==> config.mk <==
export PLATFORM = sky130hd
export DESIGN_NAME = spi_datagram_master_verified_unit
export DESIGN_NICKNAME = d
export VERILOG_FILES = /design/src/rtl/sdm_pkg.sv /design/src/rtl/sdm_core.sv /design/src/rtl/spi_datagram_master_verified_unit.sv
export SDC_FILE = /design/constraint.sdc
export NUM_CORES = 1
export LEC_CHECK = 0
export CAP_MARGIN = 25
export CORE_MARGIN = 8
export CORE_UTILIZATION = 60
export DETAILED_ROUTE_END_ITERATION = 8
export DONT_BUFFER_PORTS = 1
export HOLD_SLACK_MARGIN = 0.05
export PLACE_DENSITY = 0.76
export SLEW_MARGIN = 20
export SYNTH_ARGS = -nofsm -noshare
export SYNTH_HDL_FRONTEND = slang
export SYNTH_SLANG_ARGS = --single-unit
export TNS_END_PERCENT = 50
==> constraint.sdc <==
create_clock -name i_clk -period 11.2 [get_ports i_clk]
set_input_delay 1.12 -clock i_clk [delete_from_list [all_inputs] [get_ports i_clk]]
set_output_delay 1.12 -clock i_clk [all_outputs]
set_load 0.005 [all_outputs]
==> src/rtl/sdm_pkg.sv <==
// Package for the SPI datagram master: transfer structs, opcodes, phase codes
// and reset constants. No dependencies.
`default_nettype none

package sdm_pkg;

    localparam int CS_W            = 5;
    localparam int NUM_DEVICES_DEF = 5;
    localparam int FRAME_BITS_DEF  = 40;
    localparam int CFG_IDX_W       = 1;
    localparam int CFG_DATA_W      = 16;

    localparam logic [CS_W-1:0]       ALL_CS         = '1;
    localparam logic [15:0]           DELAY_RESET    = 16'd100;
    localparam logic [2:0]            ATTEMPTS_RESET = 3'd3;

    localparam logic [1:0] OP_WRITE    = 2'd0;
    localparam logic [1:0] OP_READ     = 2'd1;
    localparam logic [1:0] OP_VERIFY   = 2'd2;
    localparam logic [1:0] OP_RESERVED = 2'd3;

    localparam logic [CFG_IDX_W-1:0] CFG_BIT_DELAY    = 1'b0;
    localparam logic [CFG_IDX_W-1:0] CFG_MAX_ATTEMPTS = 1'b1;

    typedef enum logic [11:0] {
        PH_IDLE   = 12'b0000_0000_0001,
        PH_DESEL  = 12'b0000_0000_0010,
        PH_CSLOW  = 12'b0000_0000_0100,
        PH_SLOW   = 12'b0000_0000_1000,
        PH_HIGH_A = 12'b0000_0001_0000,
        PH_HIGH_B = 12'b0000_0010_0000,
        PH_TAIL   = 12'b0000_0100_0000,
        PH_RISE_A = 12'b0000_1000_0000,
        PH_RISE_B = 12'b0001_0000_0000,
        PH_GAP_A  = 12'b0010_0000_0000,
        PH_GAP_B  = 12'b0100_0000_0000,
        PH_RETRY  = 12'b1000_0000_0000
    } t_phase;

    typedef struct packed {
        logic        start_req;
        logic [1:0]  opcode;
        logic [2:0]  device;
        logic [6:0]  reg_addr;
        logic [31:0] write_value;
        logic [31:0] cmp_mask;
        logic        miso;
    } t_in_item;

    typedef struct packed {
        logic            sclk;
        logic            mosi;
        logic [CS_W-1:0] cs_n;
        logic            busy_res;
        logic            done_res;
        logic [31:0]     read_value;
        logic [7:0]      status_byte;
        logic            verify_ok;
        logic [2:0]      attempts_used;
    } t_out_item;

endpackage

`default_nettype wire

==> src/rtl/sdm_core.sv <==
// Phase sequencer of the SPI datagram master: advances one tick per step and
// forms that tick's pins and result fields. Depends on sdm_pkg.
`default_nettype none

module sdm_core
    import sdm_pkg::*;
#(
    parameter int NUM_DEVICES = NUM_DEVICES_DEF,
    parameter int FRAME_BITS  = FRAME_BITS_DEF
) (
    input  wire logic      i_clk,
    input  wire logic      i_rst_n,
    input  wire logic      i_step,
    input  wire t_in_item  i_item,
    input  wire logic [15:0] i_bit_delay,
    input  wire logic [2:0]  i_max_attempts,
    output t_out_item      o_result
);

    localparam int DATA_BITS = FRAME_BITS - 8;
    localparam int BIT_W     = $clog2(FRAME_BITS);
    localparam logic [BIT_W-1:0]      LAST_BIT = BIT_W'(FRAME_BITS - 1);
    localparam logic [FRAME_BITS-1:0] DMASK    = {8'd0, {DATA_BITS{1'b1}}};

    function automatic logic [FRAME_BITS-1:0] frame_word(
        input logic [6:0]  addr,
        input logic [31:0] value,
        input logic        is_write
    );
        logic [FRAME_BITS-1:0] abyte;
        logic [FRAME_BITS-1:0] data;
        abyte = FRAME_BITS'({is_write, addr}) << DATA_BITS;
        data  = is_write ? (FRAME_BITS'(value) & DMASK) : '0;
        return abyte | data;
    endfunction

    t_phase                r_phase, n_phase;
    logic [15:0]           r_delay, n_delay;
    logic [BIT_W-1:0]      r_bit, n_bit;
    logic [1:0]            r_frame, n_frame;
    logic [FRAME_BITS-1:0] r_shift_out, n_shift_out;
    logic [FRAME_BITS-1:0] r_shift_in, n_shift_in;
    logic [2:0]            r_attempt, n_attempt;
    logic [1:0]            r_op, n_op;
    logic [2:0]            r_dev, n_dev;
    logic [6:0]            r_addr, n_addr;
    logic [31:0]           r_value, n_value;
    logic [31:0]           r_mask, n_mask;
    logic [31:0]           r_rd_value, n_rd_value;
    logic [7:0]            r_status, n_status;
    logic                  r_ok, n_ok;
    logic [2:0]            r_att_used, n_att_used;

    logic [15:0]     dly;
    logic [15:0]     delay_sum;
    logic [2:0]      lim;
    logic [CS_W-1:0] sel;
    logic            cur_bit;
    logic [31:0]     payload;
    logic            frame_done;
    logic            do_finish;
    logic            fin_ok;
    logic            fin_set_att;

    always_comb begin
        n_phase     = r_phase;
        n_delay     = r_delay;
        n_bit       = r_bit;
        n_frame     = r_frame;
        n_shift_out = r_shift_out;
        n_shift_in  = r_shift_in;
        n_attempt   = r_attempt;
        n_op        = r_op;
        n_dev       = r_dev;
        n_addr      = r_addr;
        n_value     = r_value;
        n_mask      = r_mask;
        n_rd_value  = r_rd_value;
        n_status    = r_status;
        n_ok        = r_ok;
        n_att_used  = r_att_used;

        dly         = (i_bit_delay == 16'd0) ? 16'd1 : i_bit_delay;
        lim         = (i_max_attempts == 3'd0) ? 3'd1 : i_max_attempts;
        sel         = ALL_CS;
        cur_bit     = 1'b0;
        delay_sum   = '0;
        payload     = '0;
        frame_done  = 1'b0;
        do_finish   = 1'b0;
        fin_ok      = 1'b1;
        fin_set_att = 1'b0;

        o_result          = '0;
        o_result.sclk     = 1'b1;
        o_result.mosi     = 1'b0;
        o_result.cs_n     = ALL_CS;

        if (r_phase == PH_IDLE && i_item.start_req && i_item.opcode != OP_RESERVED) begin
            n_op        = i_item.opcode;
            n_dev       = i_item.device;
            n_addr      = i_item.reg_addr;
            n_value     = i_item.write_value;
            n_mask      = i_item.cmp_mask;
            n_attempt   = '0;
            n_frame     = '0;
            n_delay     = '0;
            n_shift_out = frame_word(i_item.reg_addr, i_item.write_value,
                                     i_item.opcode != OP_READ);
            n_shift_in  = '0;
            n_bit       = '0;
            n_phase     = PH_DESEL;
        end

        if (n_phase != PH_IDLE) begin
            o_result.busy_res = 1'b1;
            if (int'(n_dev) < NUM_DEVICES && int'(n_dev) < CS_W) begin
                sel = ALL_CS & ~(CS_W'(1) << n_dev);
            end
            cur_bit = n_shift_out[LAST_BIT - n_bit];
            case (n_phase)
                PH_CSLOW: o_result.cs_n = sel;
                PH_SLOW: begin
                    o_result.cs_n = sel;
                    o_result.sclk = 1'b0;
                    o_result.mosi = cur_bit;
                end
                PH_HIGH_A, PH_HIGH_B: begin
                    o_result.cs_n = sel;
                    o_result.mosi = cur_bit;
                end
                PH_TAIL: begin
                    o_result.cs_n = sel;
                    o_result.mosi = n_shift_out[0];
                end
                PH_RISE_A, PH_RISE_B, PH_GAP_A, PH_GAP_B: o_result.mosi = n_shift_out[0];
                default: ;
            endcase

            delay_sum = 16'(n_delay + 16'd1);
            if (delay_sum >= dly) begin
                n_delay = '0;
                case (n_phase)
                    PH_DESEL:  n_phase = PH_CSLOW;
                    PH_CSLOW:  n_phase = PH_SLOW;
                    PH_SLOW:   n_phase = PH_HIGH_A;
                    PH_HIGH_A: begin
                        n_shift_in = {n_shift_in[FRAME_BITS-2:0], i_item.miso};
                        n_phase    = PH_HIGH_B;
                    end
                    PH_HIGH_B: begin
                        if (n_bit >= LAST_BIT) begin
                            n_phase = PH_TAIL;
                        end else begin
                            n_bit   = n_bit + BIT_W'(1);
                            n_phase = PH_SLOW;
                        end
                    end
                    PH_TAIL:   n_phase = PH_RISE_A;
                    PH_RISE_A: n_phase = PH_RISE_B;
                    PH_RISE_B: frame_done = 1'b1;
                    PH_GAP_A:  n_phase = PH_GAP_B;
                    PH_GAP_B: begin
                        n_frame     = 2'd1;
                        n_shift_out = frame_word(n_addr, n_value, 1'b0);
                        n_shift_in  = '0;
                        n_bit       = '0;
                        n_phase     = PH_DESEL;
                    end
                    PH_RETRY: begin
                        n_frame     = 2'd0;
                        n_shift_out = frame_word(n_addr, n_value, 1'b1);
                        n_shift_in  = '0;
                        n_bit       = '0;
                        n_phase     = PH_DESEL;
                    end
                    default: n_phase = PH_IDLE;
                endcase
            end else begin
                n_delay = delay_sum;
            end
        end

        payload = 32'(n_shift_in & DMASK);

        if (frame_done) begin
            case (n_op)
                OP_WRITE: do_finish = 1'b1;
                OP_READ: begin
                    if (n_frame == 2'd0) begin
                        n_frame     = 2'd1;
                        n_shift_out = frame_word(n_addr, n_value, 1'b0);
                        n_shift_in  = '0;
                        n_bit       = '0;
                        n_phase     = PH_DESEL;
                    end else begin
                        do_finish = 1'b1;
                    end
                end
                default: begin
                    if (n_frame == 2'd0) begin
                        n_phase = PH_GAP_A;
                    end else if (n_frame == 2'd1) begin
                        n_frame     = 2'd2;
                        n_shift_out = frame_word(n_addr, n_value, 1'b0);
                        n_shift_in  = '0;
                        n_bit       = '0;
                        n_phase     = PH_DESEL;
                    end else begin
                        n_attempt   = n_attempt + 3'd1;
                        fin_set_att = 1'b1;
                        if ((payload & n_mask) == (n_value & n_mask)) begin
                            do_finish = 1'b1;
                        end else if (n_attempt >= lim) begin
                            do_finish = 1'b1;
                            fin_ok    = 1'b0;
                        end else begin
                            n_phase = PH_RETRY;
                        end
                    end
                end
            endcase
        end

        if (do_finish) begin
            n_rd_value = payload;
            n_status   = 8'(n_shift_in >> DATA_BITS);
            n_ok       = fin_ok;
            if (fin_set_att) begin
                n_att_used = n_attempt;
            end
            n_phase           = PH_IDLE;
            o_result.done_res = 1'b1;
        end

        o_result.read_value    = n_rd_value;
        o_result.status_byte   = n_status;
        o_result.verify_ok     = n_ok;
        o_result.attempts_used = n_att_used;
    end

    always_ff @(posedge i_clk) begin
        if (!i_rst_n) begin
            r_phase     <= PH_IDLE;
            r_delay     <= '0;
            r_bit       <= '0;
            r_frame     <= '0;
            r_shift_out <= '0;
            r_shift_in  <= '0;
            r_attempt   <= '0;
            r_op        <= '0;
            r_dev       <= '0;
            r_addr      <= '0;
            r_value     <= '0;
            r_mask      <= '0;
            r_rd_value  <= '0;
            r_status    <= '0;
            r_ok        <= 1'b0;
            r_att_used  <= '0;
        end else if (i_step) begin
            r_phase     <= n_phase;
            r_delay     <= n_delay;
            r_bit       <= n_bit;
            r_frame     <= n_frame;
            r_shift_out <= n_shift_out;
            r_shift_in  <= n_shift_in;
            r_attempt   <= n_attempt;
            r_op        <= n_op;
            r_dev       <= n_dev;
            r_addr      <= n_addr;
            r_value     <= n_value;
            r_mask      <= n_mask;
            r_rd_value  <= n_rd_value;
            r_status    <= n_status;
            r_ok        <= n_ok;
            r_att_used  <= n_att_used;
        end
    end

endmodule

`default_nettype wire

==> src/rtl/spi_datagram_master_verified_unit.sv <==
// Top level of the SPI mode-3 datagram master: transfer handshakes, config
// registers, input and result registers. Depends on sdm_pkg and sdm_core.
`default_nettype none

// Each input transfer is one tick of the SPI pin timing and yields exactly one
// result transfer carrying that tick's sclk, mosi and cs_n pins, busy/done
// flags and the result fields of the last finished transaction. One transfer
// is taken per clock cycle while the input is not stalled; a transfer passes
// an input register, the combinational phase-sequencer logic and a result
// register. Back-pressure on the result side stalls the input only when both
// registers hold data. Config writes are registered and should only be issued
// while no transfer is in flight.
module spi_datagram_master_verified_unit
    import sdm_pkg::*;
#(
    parameter int NUM_DEVICES = NUM_DEVICES_DEF,
    parameter int FRAME_BITS  = FRAME_BITS_DEF
) (
    input  wire logic                  i_clk,
    input  wire logic                  i_rst_n,
    input  wire logic                  i_in_valid,
    output logic                       o_in_ready,
    input  wire t_in_item              i_in_data,
    output logic                       o_out_valid,
    input  wire logic                  i_out_ready,
    output t_out_item                  o_out_data,
    input  wire logic                  i_cfg_we,
    input  wire logic [CFG_IDX_W-1:0]  i_cfg_addr,
    input  wire logic [CFG_DATA_W-1:0] i_cfg_wdata
);

    logic        r_in_valid;
    t_in_item    r_in;
    logic        r_out_valid;
    t_out_item   r_out;
    logic [15:0] r_bit_delay;
    logic [2:0]  r_max_attempts;
    logic        advance;
    t_out_item   core_result;

    assign advance     = r_in_valid && (!r_out_valid || i_out_ready);
    assign o_in_ready  = !r_in_valid || advance;
    assign o_out_valid = r_out_valid;
    assign o_out_data  = r_out;

    sdm_core #(
        .NUM_DEVICES (NUM_DEVICES),
        .FRAME_BITS  (FRAME_BITS)
    ) u_core (
        .i_clk          (i_clk),
        .i_rst_n        (i_rst_n),
        .i_step         (advance),
        .i_item         (r_in),
        .i_bit_delay    (r_bit_delay),
        .i_max_attempts (r_max_attempts),
        .o_result       (core_result)
    );

    always_ff @(posedge i_clk) begin
        if (!i_rst_n) begin
            r_in_valid     <= 1'b0;
            r_out_valid    <= 1'b0;
            r_bit_delay    <= DELAY_RESET;
            r_max_attempts <= ATTEMPTS_RESET;
        end else begin
            if (o_in_ready) begin
                r_in_valid <= i_in_valid;
            end
            if (advance) begin
                r_out_valid <= 1'b1;
            end else if (i_out_ready) begin
                r_out_valid <= 1'b0;
            end
            if (i_cfg_we) begin
                case (i_cfg_addr)
                    CFG_BIT_DELAY:    r_bit_delay    <= i_cfg_wdata;
                    CFG_MAX_ATTEMPTS: r_max_attempts <= i_cfg_wdata[2:0];
                    default: ;
                endcase
            end
        end
    end

    always_ff @(posedge i_clk) begin
        if (o_in_ready && i_in_valid) begin
            r_in <= i_in_data;
        end
        if (advance) begin
            r_out <= core_result;
        end
    end

    a_one_cs_low: assert property (@(posedge i_clk) disable iff (!i_rst_n)
        r_out_valid |-> $countones(~r_out.cs_n) <= 1)
        else $error("more than one chip select low");

    a_done_busy: assert property (@(posedge i_clk) disable iff (!i_rst_n)
        (r_out_valid && r_out.done_res) |-> r_out.busy_res)
        else $error("done without busy");

    a_idle_pins: assert property (@(posedge i_clk) disable iff (!i_rst_n)
        (r_out_valid && !r_out.busy_res) |->
            (r_out.sclk && !r_out.mosi && r_out.cs_n == ALL_CS))
        else $error("pins not idle outside a transaction");

    a_no_drop: assert property (@(posedge i_clk) disable iff (!i_rst_n)
        (r_in_valid && !advance) |=> r_in_valid)
        else $error("pending input transfer lost");

endmodule

`default_nettype wire
==> flow_summary.ini <==
[global_route]
grt_first_pass_wirelength_um = 76200
grt_pass1_vias = 13600
grt_start_max_net_pins = 94
grt_usage = 0.259
antenna_found_initial = 1
grt-ovfl-total = 0

[setup_path]
cp_slowest_cell = o211ai_4
cp_common_cell = nor2_1
required_ns = 11.64
ff2ff_path_depth = 25
crit_fanout = 40
reg2reg_slack_ns = 2.67
slowest_delay_ns = 0.89
crit_type = reg2reg
crit_path_start_kind = flip-flop
worstReg2RegEnd = u_core.r_status[2]
r2r_start = u_core.r_phase[11]
cp.arrival_ns = 8.96
cp-end-kind = flip-flop

[layout]
layout_common_cells = nand2_1, dfxtp_1, a21oi_1
n_antenna_cell = 0
layout-drive-gt1-share = 0.0826
design_area_um2 = 19900
areaGrowthSynthToFinish_pct = 7.90
layout_commonest_cell = nand2_1
final-instance-count-excl-fill = 2344
nNetsFinal = 2039

[clock_network]
clk_pin_slew_ns = 0.06
postCtsHoldBufs = 0
cts_buffer_depth = 3
post_cts_resized = 0
cts_tree = done
htreeDepth = 2
clock_sinks = 391
insertion_delay_ns = 0.54
cts_setup_buffers = 0
cts-root-buf = clkbuf_16
cts_buffers = 42

[logic_synthesis]
synth_area_leaders = dfxtp_1, edfxtp_1, nand2_1
synth_ff_type = dfxtp_1
ys_warn_count = 0
syn_area_um2 = 18500
syn_nets = 2125
synth_top_area_cell = dfxtp_1
synth_edf_count = 131
postSynthAreaPerCell_um2 = 9.24
synth_seq_cells = 391
ys_seq_area_frac = 0.494
synth.distinct_cells = 81
synthArstFlopShare = 0
synth_top_area_share = 0.282
synthCells = 2001

[power]
power_w = 0.00317
power_density_nw_per_um2 = 159
peakVddDrop_mv = 0.148
power_leakage_nw = 6.97

[floorplanning]
coreArea_um2 = 30400
initial_utilization = 0.608
fp.dieH_um = 192
fp-row-count = 64
io_pins = 155
die_w_um = 192
dieArea_um2 = 36700

[sta]
hold_ws_ns = 0.453
setup_viol = 0
slew_viol_final = 0
grt_setup_unrepaired = no
hold_viol = 0
slew-limit-headroom = 0.286
timing.final.crit_share = 0.761
timing.fmax_mhz = 117
tightest_slew_ns = 1.07
finalClockSkew_ns = 0.0150
min_period_ns = 8.53
finalSetupTns_ns = 0

[drt]
route.detailed.drc = 0
viasPerCell = 6.36
routed_wl_um = 49100
drtAntennaViolNets = 0
wl_per_cell_um = 21.0
dr.pass1.iters = 6
num_vias = 14900
drt_iter0_drc = 1903

[place]
place_area_um2 = 18600
io_buffer_count = 0
numPlacedInstances = 2266
place.gp.congestion = 0.932
place_hpwl_um = 32800

[hold_path]
hp-class = reg2reg
min-delay-start = u_core.r_mask[19]
holdPathEnd = u_core.r_mask[19]
hold_path_depth = 2

[status]
status = finished, final reports clean

[run]
drv_cap = 0
[Yosys cell counts, types with 4 or more instances]
library cell and instances:
nand3_1 86, and4_1 4, mux2i_1 84, edfxtp_1 131
o22ai_1 25, o21ai_0 42, mux4_2 4, a22oi_1 22
o221ai_1 17, buf_2 17, nor2_1 169, mux2_2 34
a21o_1 5, nor2b_1 19, ha_1 24, nor4_1 5
o211ai_1 5, nand2_1 341, nand2b_1 5, xor2_1 13
nand4_1 6, xnor2_1 14, nor3_1 20, dfxtp_1 260
buf_1 13, a21boi_0 6, clkbuf_1 106, a211oi_1 64
nor3b_1 6, a21oi_1 252, and3_1 31, buf_4 9
inv_1 32, mux2_4 6, and2_1 8, mux2_1 17
a31oi_1 4, a22o_1 30, nand3b_1 5
[per-stage QoR]
step	utilization	worst slack [ns]
2_1_floorplan	-	3.42
6_report	0.656	2.67
3_5_place_dp	0.610	2.63
4_1_cts	0.655	2.59
5_1_grt	0.656	2.19
3_3_place_gp	0.610	2.85
[worst max-delay path by stage]
stage | start | to | slack, ns | depth (start not counted)
CTS | u_core.r_phase[11] | o_out_data[19] | 2.59 | 26
floorplan | u_core.r_phase[3] | o_out_data[17] | 3.42 | 36
global route | u_core.r_phase[11] | u_core.r_status[2] | 2.19 | 25
finish | u_core.r_phase[11] | u_core.r_status[2] | 2.67 | 25
global placement | u_core.r_phase[11] | o_out_data[29] | 2.85 | 26
detailed placement | u_core.r_phase[11] | o_out_data[19] | 2.63 | 26
[power breakdown]
part / switching (W) / internal [W] / leakage (nW)
logic: 0.000183 / 0.0000749 / 2.98
registers: 0.0000328 / 0.00152 / 3.32
clock network: 0.000555 / 0.000810 / 0.664
total: 0.000770 / 0.00240 / 6.97
[state kept, by name, indices dropped and copies added, names as in the netlist, 2 cells and up]
signal,count
o_out_data,53
r_bit_delay,16
r_in,78
r_max_attempts,3
u_core.r_addr,7
u_core.r_att_used,3
u_core.r_attempt,3
u_core.r_bit,6
u_core.r_delay,16
u_core.r_dev,3
u_core.r_frame,2
u_core.r_mask,32
u_core.r_op,2
u_core.r_phase,12
u_core.r_rd_value,32
u_core.r_shift_in,40
u_core.r_shift_out,40
u_core.r_status,8
u_core.r_value,32
[final cells by class]
type | count | area [um2]
Clock buffer | 60 | 1190
Clock inverter | 17 | 169
Fill cell | 2440 | 10500
Inverter | 33 | 134
Multi-Input combinational cell | 1429 | 8670
Sequential cell | 391 | 9140
Tap cell | 396 | 495
Timing Repair Buffer | 18 | 155
[layer usage]
layer / GRT usage / wire [um] / vias up
met5: 0 / 0 / -
met4: 0.0867 / 1600 / 0
met3: 0.0525 / 4440 / 92
met2: 0.393 / 21800 / 736
met1: 0.364 / 21200 / 7071
li1: - / - / 7006
[cell families after synthesis]
| kind of cell | count (synthesis) | synth area share |
|---|---|---|
| flip-flops | 391 | 0.494 |
| AO/OA/AOI/OAI | 503 | 0.173 |
| adder cells (fa/ha/maj) | 24 | 0.0162 |
| XOR/XNOR | 27 | 0.0128 |
| buffers and inverters | 181 | 0.0409 |
| multiplexers | 145 | 0.0863 |
| AND/OR/NAND/NOR | 730 | 0.176 |
[worst max-delay path, delay by kind of cell (launching register included)]
family	cells	cell delay, ns
simple gates	14	4.09
compound gates	5	1.98
mux	2	0.79
fa+ha+maj	2	0.50
buf+inv	1	0.43
flops	1	0.40
xor+xnor	1	0.15
(Power assumes the default switching activity.)
